[config.mk]
export PLATFORM = sky130hd
export DESIGN_NAME = double_ended_queue_core_flat
export DESIGN_NICKNAME = d
export VERILOG_FILES = /design/src/rtl/dq_pkg.sv /design/src/rtl/dq_req_if.sv /design/src/rtl/dq_rsp_if.sv /design/src/rtl/dq_ram.sv /design/src/rtl/double_ended_queue_core.sv /design/src/flat_wrapper.sv
export SDC_FILE = /design/constraint.sdc
export NUM_CORES = 1
export LEC_CHECK = 0
export BUFFER_PORTS_ARGS = -buffer_cell sky130_fd_sc_hd__buf_2
export CAP_MARGIN = 20
export CORE_MARGIN = 8
export CORE_UTILIZATION = 33
export CTS_BUF_LIST = sky130_fd_sc_hd__clkbuf_8
export DETAILED_ROUTE_END_ITERATION = 6
export SYNTH_ARGS = -nofsm -noshare
export SYNTH_HDL_FRONTEND = slang
export SYNTH_SLANG_ARGS = --single-unit
[constraint.sdc]
create_clock -name clk -period 5.58 [get_ports clk]
set_input_delay 0.279 -clock clk [delete_from_list [all_inputs] [get_ports clk]]
set_output_delay 0.279 -clock clk [all_outputs]
set_load 0.02 [all_outputs]
[src/rtl/dq_pkg.sv]
// Shared types for the double-ended queue core: operation codes, result
// status codes and controller states. No dependencies.
`default_nettype none

package dq_pkg;

  // Operation carried by each request item
  typedef enum logic [1:0] {
    OP_PUSH_BACK  = 2'd0,
    OP_POP_BACK   = 2'd1,
    OP_PUSH_FRONT = 2'd2,
    OP_POP_FRONT  = 2'd3
  } op_t;

  // Outcome reported with each response item
  typedef enum logic [1:0] {
    ST_DONE      = 2'd0,
    ST_POP_EMPTY = 2'd1,
    ST_PUSH_FULL = 2'd2
  } status_t;

  // Controller states
  typedef enum logic [1:0] {
    S_IDLE = 2'd0,
    S_READ = 2'd1,
    S_LOAD = 2'd2
  } state_t;

endpackage

`default_nettype wire

[src/rtl/dq_req_if.sv]
// Request channel of the double-ended queue: valid/ready plus opcode and value.
// Depends on dq_pkg.
`default_nettype none

interface dq_req_if #(
  parameter int DATA_WIDTH = 32
);
  logic                  valid;
  logic                  ready;
  dq_pkg::op_t           opcode;
  logic [DATA_WIDTH-1:0] value;

  modport source (output valid, output opcode, output value, input ready);
  modport sink   (input valid, input opcode, input value, output ready);
endinterface

`default_nettype wire

[src/rtl/dq_rsp_if.sv]
// Response channel of the double-ended queue: valid/ready plus status, count
// and the front and back elements. Depends on dq_pkg.
`default_nettype none

interface dq_rsp_if #(
  parameter int DATA_WIDTH = 32,
  parameter int CNT_W      = 5
);
  logic                  valid;
  logic                  ready;
  dq_pkg::status_t       status;
  logic [CNT_W-1:0]      count;
  logic [DATA_WIDTH-1:0] front_value;
  logic [DATA_WIDTH-1:0] back_value;

  modport source (output valid, output status, output count, output front_value,
                  output back_value, input ready);
  modport sink   (input valid, input status, input count, input front_value,
                  input back_value, output ready);
endinterface

`default_nettype wire

[src/rtl/dq_ram.sv]
// Generic synchronous RAM: one write port, two read ports sharing one enable,
// registered read data. No dependencies.
`default_nettype none

module dq_ram #(
  parameter int WIDTH = 32,
  parameter int DEPTH = 16
) (
  input  wire logic                     clk,
  input  wire logic                     we,
  input  wire logic [$clog2(DEPTH)-1:0] waddr,
  input  wire logic [WIDTH-1:0]         wdata,
  input  wire logic                     re,
  input  wire logic [$clog2(DEPTH)-1:0] raddr_a,
  input  wire logic [$clog2(DEPTH)-1:0] raddr_b,
  output logic      [WIDTH-1:0]         rdata_a,
  output logic      [WIDTH-1:0]         rdata_b
);

  logic [WIDTH-1:0] mem [DEPTH];

  // write port
  always_ff @(posedge clk) begin
    if (we) begin
      mem[waddr] <= wdata;
    end
  end

  // read ports, held while re is low
  always_ff @(posedge clk) begin
    if (re) begin
      rdata_a <= mem[raddr_a];
      rdata_b <= mem[raddr_b];
    end
  end

endmodule

`default_nettype wire

[src/rtl/double_ended_queue_core.sv]
// Bounded double-ended queue of DEPTH elements kept as a ring in a RAM with
// one write and two read ports. Each request item is one of push back, pop
// back, push front or pop front, and yields exactly one response item with
// the status, the count after the operation and the front and back elements
// (zero when the queue is empty). A pop on an empty queue or a push on a full
// one leaves the queue unchanged and is flagged in the status. Each item
// passes through S_IDLE, whose accept cycle updates head and count and
// writes the RAM, S_READ in the cycle after, which reads front and back
// on the two RAM read ports, and S_LOAD, which loads the response register;
// the next item is taken back in S_IDLE. A new item is accepted while an
// earlier response still waits; S_LOAD waits only while the response register
// is occupied and stalled. Depends on dq_pkg, dq_req_if, dq_rsp_if and dq_ram.
`default_nettype none

module double_ended_queue_core #(
  parameter int DEPTH      = 16,
  parameter int DATA_WIDTH = 32
) (
  input wire logic clk,
  input wire logic rst,
  dq_req_if.sink   req,
  dq_rsp_if.source rsp
);

  localparam int CNT_W = $clog2(DEPTH + 1);
  localparam int AW = $clog2(DEPTH);
  localparam int SW = CNT_W + 1;
  localparam logic [SW-1:0]    DEPTH_S = SW'(DEPTH);
  localparam logic [CNT_W-1:0] FULL_C  = CNT_W'(DEPTH);
  localparam logic [AW-1:0]    LAST_A  = AW'(DEPTH - 1);

  dq_pkg::state_t  state, state_next;
  logic [AW-1:0]   head, head_next;
  logic [CNT_W-1:0] cnt, cnt_next;
  dq_pkg::status_t st, st_next;

  logic                  req_ready, accept, rd_en, load;
  logic                  full, empty;
  logic                  wr_en;
  logic [AW-1:0]         wr_addr, head_inc, head_dec, tail_addr, back_addr;
  logic [SW-1:0]         tail_sum, back_sum;
  logic [DATA_WIDTH-1:0] rd_front, rd_back;

  logic                  out_valid;
  dq_pkg::status_t       out_status;
  logic [CNT_W-1:0]      out_count;
  logic [DATA_WIDTH-1:0] out_front, out_back;

  // controller state register
  always_ff @(posedge clk) begin
    if (rst) begin
      state <= dq_pkg::S_IDLE;
    end else begin
      state <= state_next;
    end
  end

  // next state and strobes
  always_comb begin
    state_next = state;
    req_ready  = 1'b0;
    rd_en      = 1'b0;
    load       = 1'b0;
    unique case (state)
      dq_pkg::S_IDLE: begin
        req_ready = 1'b1;
        if (req.valid) state_next = dq_pkg::S_READ;
      end
      dq_pkg::S_READ: begin
        rd_en      = 1'b1;
        state_next = dq_pkg::S_LOAD;
      end
      dq_pkg::S_LOAD: begin
        if (!out_valid || rsp.ready) begin
          load       = 1'b1;
          state_next = dq_pkg::S_IDLE;
        end
      end
      default: state_next = dq_pkg::S_IDLE;
    endcase
  end

  assign req.ready = req_ready;
  assign accept    = req_ready && req.valid;

  // ring arithmetic on the head index
  assign full     = (cnt == FULL_C);
  assign empty    = (cnt == '0);
  assign head_inc = (head == LAST_A) ? '0 : head + AW'(1);
  assign head_dec = (head == '0) ? LAST_A : head - AW'(1);
  assign tail_sum = SW'(head) + SW'(cnt);
  assign tail_addr = (tail_sum >= DEPTH_S) ? AW'(tail_sum - DEPTH_S) : AW'(tail_sum);
  assign back_sum = SW'(head) + SW'(cnt) - SW'(1);
  always_comb begin
    if (empty) begin
      back_addr = head;
    end else if (back_sum >= DEPTH_S) begin
      back_addr = AW'(back_sum - DEPTH_S);
    end else begin
      back_addr = AW'(back_sum);
    end
  end

  // operation decode
  always_comb begin
    head_next = head;
    cnt_next  = cnt;
    st_next   = dq_pkg::ST_DONE;
    wr_en     = 1'b0;
    wr_addr   = tail_addr;
    case (req.opcode)
      dq_pkg::OP_PUSH_BACK: begin
        if (full) begin
          st_next = dq_pkg::ST_PUSH_FULL;
        end else begin
          wr_en    = 1'b1;
          cnt_next = cnt + CNT_W'(1);
        end
      end
      dq_pkg::OP_PUSH_FRONT: begin
        if (full) begin
          st_next = dq_pkg::ST_PUSH_FULL;
        end else begin
          wr_en     = 1'b1;
          wr_addr   = head_dec;
          head_next = head_dec;
          cnt_next  = cnt + CNT_W'(1);
        end
      end
      dq_pkg::OP_POP_BACK: begin
        if (empty) begin
          st_next = dq_pkg::ST_POP_EMPTY;
        end else begin
          cnt_next = cnt - CNT_W'(1);
        end
      end
      dq_pkg::OP_POP_FRONT: begin
        if (empty) begin
          st_next = dq_pkg::ST_POP_EMPTY;
        end else begin
          head_next = head_inc;
          cnt_next  = cnt - CNT_W'(1);
        end
      end
      default: ;
    endcase
  end

  // queue pointers and latched status
  always_ff @(posedge clk) begin
    if (rst) begin
      head <= '0;
      cnt  <= '0;
      st   <= dq_pkg::ST_DONE;
    end else if (accept) begin
      head <= head_next;
      cnt  <= cnt_next;
      st   <= st_next;
    end
  end

  // element store; reads come in the cycle after the write, so no forwarding
  dq_ram #(
    .WIDTH (DATA_WIDTH),
    .DEPTH (DEPTH)
  ) u_store (
    .clk     (clk),
    .we      (accept && wr_en),
    .waddr   (wr_addr),
    .wdata   (req.value),
    .re      (rd_en),
    .raddr_a (head),
    .raddr_b (back_addr),
    .rdata_a (rd_front),
    .rdata_b (rd_back)
  );

  // response register
  always_ff @(posedge clk) begin
    if (rst) begin
      out_valid <= 1'b0;
    end else if (load) begin
      out_valid <= 1'b1;
    end else if (rsp.ready) begin
      out_valid <= 1'b0;
    end
  end

  always_ff @(posedge clk) begin
    if (load) begin
      out_status <= st;
      out_count  <= cnt;
      out_front  <= empty ? '0 : rd_front;
      out_back   <= empty ? '0 : rd_back;
    end
  end

  assign rsp.valid       = out_valid;
  assign rsp.status      = out_status;
  assign rsp.count       = out_count;
  assign rsp.front_value = out_front;
  assign rsp.back_value  = out_back;

  // checks
  a_cnt_bound: assert property (@(posedge clk) disable iff (rst)
    cnt <= FULL_C)
    else $error("element count above depth");

  a_accept_read: assert property (@(posedge clk) disable iff (rst)
    accept |=> (state == dq_pkg::S_READ))
    else $error("accepted item not followed by a read cycle");

  a_push_count: assert property (@(posedge clk) disable iff (rst)
    (accept && !full && (req.opcode == dq_pkg::OP_PUSH_BACK ||
                         req.opcode == dq_pkg::OP_PUSH_FRONT))
    |=> (cnt == $past(cnt) + CNT_W'(1)))
    else $error("push did not grow the queue");

  a_flag_unchanged: assert property (@(posedge clk) disable iff (rst)
    (accept && st_next != dq_pkg::ST_DONE) |=> ($stable(cnt) && $stable(head)))
    else $error("flagged operation changed the queue");

  a_empty_zero: assert property (@(posedge clk) disable iff (rst)
    (rsp.valid && rsp.count == '0) |-> (rsp.front_value == '0 && rsp.back_value == '0))
    else $error("empty queue reported non-zero elements");

endmodule

`default_nettype wire
[src/flat_wrapper.sv]
// flat-port wrapper written by rule: the top's interface ports become plain ports
module double_ended_queue_core_flat 
#(
  parameter int DEPTH      = 16,
  parameter int DATA_WIDTH = 32
)
  (clk, rst, req_valid, req_opcode, req_value, req_ready, rsp_valid, rsp_status, rsp_count, rsp_front_value, rsp_back_value, rsp_ready);
  dq_req_if #(.DATA_WIDTH(DATA_WIDTH)) req_i ();
  dq_rsp_if #(.DATA_WIDTH(DATA_WIDTH)) rsp_i ();
  input wire logic clk;
  input wire logic rst;
  input wire logic [$bits(req_i.valid)-1:0] req_valid;
  input wire logic [$bits(req_i.opcode)-1:0] req_opcode;
  input wire logic [$bits(req_i.value)-1:0] req_value;
  output wire logic [$bits(req_i.ready)-1:0] req_ready;
  output wire logic [$bits(rsp_i.valid)-1:0] rsp_valid;
  output wire logic [$bits(rsp_i.status)-1:0] rsp_status;
  output wire logic [$bits(rsp_i.count)-1:0] rsp_count;
  output wire logic [$bits(rsp_i.front_value)-1:0] rsp_front_value;
  output wire logic [$bits(rsp_i.back_value)-1:0] rsp_back_value;
  input wire logic [$bits(rsp_i.ready)-1:0] rsp_ready;
  assign req_i.valid = req_valid;
  assign req_i.opcode = req_opcode;
  assign req_i.value = req_value;
  assign req_ready = req_i.ready;
  assign rsp_valid = rsp_i.valid;
  assign rsp_status = rsp_i.status;
  assign rsp_count = rsp_i.count;
  assign rsp_front_value = rsp_i.front_value;
  assign rsp_back_value = rsp_i.back_value;
  assign rsp_i.ready = rsp_ready;
  double_ended_queue_core #(.DEPTH(DEPTH), .DATA_WIDTH(DATA_WIDTH)) u_core (.clk(clk), .rst(rst), .req(req_i), .rsp(rsp_i));
endmodule
==> flow_metrics.tcl <==
set metrics [dict create \
    run_status "completed" \
    r2r_end "u_core.u_store.mem[5][10]" \
    place.detailed.hpwl_mm 53.7 \
    critical-path-slowest-cell "nor4_4" \
    ys_seq_area_share_pct 64.9 \
    place_ws_ns 1.42 \
    global_route.overflow_total 0 \
    timing.setup.critical_path_class "flop to flop" \
    grt_setup_unrepaired "no" \
    synth_edf_count 647 \
    final_antenna_net_count 0 \
    finalWorstSetupSlack_ns 1.41 \
    netlist-cell-type-count 53 \
    num-nets-final 2081 \
    post_route_cells_drive_above_1_share_pct 25.8 \
    clock_skew_ns 0.0556 \
    fmaxAchievable_ghz 0.240 \
    worst_hold_startpoint "req_opcode[1]" \
    crit_family "simple AND/OR/NAND/NOR gates" \
    critical_path.cell_chain "nor4_4, a211oi_1, o311ai_0, o21ai_0, or3_1, nor2_4, buf_4" \
    global_routing_usage_on_met3_pct 3.63 \
    route.final.wire_length_mm 93.8 \
    clk_latency_ns 0.76 \
    critPathLaunch "u_core.cnt[0]" \
    tritoncts "built" \
    worst_setup_hold_path_clk_slew_ns 0.06 \
    maxCapViolations 0 \
    cts_inserted_buffers 105 \
    htree_num_levels 3 \
    dr.first_iter.drc_count 2597 \
    worst_hold_path.endpoint "u_core.head[3]" \
    cp-start-kind "flop" \
    timing.reg2reg.worst_path_depth 7 \
    setup.worst_path.end_class "flop" \
    dieWidth_um 319 \
    cp.buffers_inverters 1 \
    yosys_warnings 0 \
    global_route_wire_length_before_repair_mm 139 \
    finalMaxSlewViolations 0 \
    starting_density_pct 33.2 \
    grt_use_met2_pct 29.8 \
    placedCellCount 3073 \
    postSynthNetCount 1959 \
    timing.critical_path.fanout_max 18 \
    slew-limit-headroom_pct 28.8 \
    drc_violation_count_after_routing 0 \
    rows 111 \
    hold_ws_ns 0.0880 \
    worstMarginPinSlew_ns 1.07 \
    final-hold-violation-count 0 \
    vdd.ir_drop.worst_uv 392 \
    final.setup.tns_ns 0 \
    syn_to_final_growth_pct 14.6 \
    worst_hold_path.num_cells 5 \
    dominantRegCellSynth "edfxtp_1" \
    fill_cells 8408 \
    met1_usage_pct 22.5 \
    p_per_area_nw_per_um2 449 \
    netlist_instances 1910 \
    yosysTopAreaCell "edfxtp_1" \
    async_set_reset_flop_share_out_of_synthesis_pct 0 \
    grt_util_overall_pct 17.7 \
    hold_crit_path_type "input pin to flop" \
    cts.root.buffer_cell "clkbuf_8" \
    fp.coreArea_um2 91400 \
    synth_largest_type_area_fraction_pct 64.0 \
    rd_place_congestion 0.780 \
    floorplan.die.height_um 319 \
    yosys_register_bits 661 \
    cts_max_path_buffers 3 \
    finalCriticalPeriod_ns 4.17 \
    floorplan.io_pins 111 \
    die_area_um2 102000 \
    setup_viol_count_final 0 \
    critPathMaxStageDelay_ns 0.82 \
    worst-endpoint-required_ns 5.96 \
    port_buffers 110 \
    post_synth_instance_area_um2 30400 \
    global_route_hottest_layer "met2" \
    number_of_standard_cells_in_the_layout_taps_in_and_fillers_out 3305 \
    worst-endpoint-arrival_ns 4.55 \
    post_drt_wl_per_cell_um 28.4 \
    detail_route.vias_per_cell 6.14 \
    tritoncts_num_sinks 661 \
    r2r_slack_ns 1.41 \
    drt_pass1_iterations 6 \
    maximum_number_of_pins_on_one_net_before_global_route_repair 161 \
    critical_path.reg2reg.startpoint "u_core.cnt[0]" \
    antenna_found_initial 2 \
    most_area_consuming_cells_after_synthesis "edfxtp_1, mux4_2, a32oi_1" \
    first_global_vias 20836 \
    avgSynthCellArea_um2 15.9 \
    leakage_nw 10.7 \
    min_period_over_period_pct 74.8 \
    detailroute.via_count 20298 \
]
cell families after synthesis:
family                     Yosys count  synth area share, %
xor gates and xnor gates            14                0.499
and+or+nand+nor                    362                 6.40
buffers and inverters              204                 2.74
muxes                              197                 14.4
AOI/OAI and AO/OA                  461                 10.5
adders and majority gates           11                0.503
DFF                                661                 64.9
worst register-to-register path, stage by stage, from the launching register on:
cell      delay (ns)
dfxtp_1         0.40
nor4_4          0.83
a211oi_1        0.39
o311ai_0        0.22
o21ai_0         0.28
or3_1           0.62
nor2_4          0.63
buf_4           0.47
cells in the mapped netlist (all sizes together) (18+ instances only):
library cell,n
mux4,192
buf,47
nand3,192
nand2,19
edfxtp,647
and2,64
a22oi,31
clkbuf,148
a21oi,18
o21ai,195
nor2,32
nand4,34
a311oi,31
a32oi,157
stage by stage:
stage	utilization (%)	area, um^2	total power, mW
after floorplan	-	30400	9.74
after global placement	35.5	32400	11.5
after detailed placement	35.5	32400	11.7
after CTS	38.0	34700	15.6
after global routing	38.1	34800	16.3
final	38.1	34800	15.6
final cells by class:
type | instances | area [um^2] | share of cell area [%]
diodes | 1 | 2.50 | 0.00720
clock buffers | 106 | 1460 | 4.20
repair buffers | 210 | 1500 | 4.30
inverters | 9 | 33.8 | 0.0971
multi-input cells | 1045 | 10100 | 29.0
well taps | 1186 | 1480 | 4.27
flip-flops and latches | 661 | 19700 | 56.7
clock inverters | 87 | 488 | 1.40
layer usage:
metal	wire length (um)	share of wire, %
met1	35300	38
met4	3170	3.4
met5	0	0
met2	46500	50
met3	8850	9.4
repair_timing:
action | 4_1_cts | 5_1_grt
endpoints found under the hold margin | 526 | 0
setup buffers | 0 | 0
hold buffers | 37 | 0
resized for setup | 0 | 0
where the power goes:
part	switching (mW)	internal [mW]	total, mW
clock network	2.00	1.92	3.92
registers	0.120	5.83	5.95
logic	3.79	1.94	5.73
total	5.91	9.69	15.6
worst max path at each step:
stage / to / slack, ns / cells past startpoint
after CTS: u_core.u_store.mem[5][14] / 1.42 / 7
after global routing: u_core.u_store.mem[5][14] / 1.19 / 7
after floorplan: u_core.rsp.back_value[0] / 1.42 / 2
final: u_core.u_store.mem[5][10] / 1.41 / 7
after global placement: u_core.u_store.mem[7][15] / 1.45 / 7
after detailed placement: u_core.u_store.mem[5][6] / 1.42 / 7
state kept, by name, summed over array words and instances (netlist names), 2 cells and up:
signal / count
u_core.st: 2
u_core.cnt: 5
u_core.state: 2
u_core.u_store.mem: 512
u_core.rsp.status: 2
u_core.rsp.front_value: 32
u_core.u_store.rdata_a: 32
u_core.head: 4
u_core.rsp.back_value: 32
u_core.u_store.rdata_b: 32
u_core.rsp.count: 5
placed cells by master, fill, tap and decap left out, types with 37 or more instances in the layout:
master,instances
dlygate4sd3_1,37
mux4_2,192
clkbuf_8,106
and2_1,64
a32oi_1,157
buf_2,110
edfxtp_1,647
o21ai_0,189
nand3_1,190
buf_4,56
No activity file was read; power rests on OpenSTA's default activity.
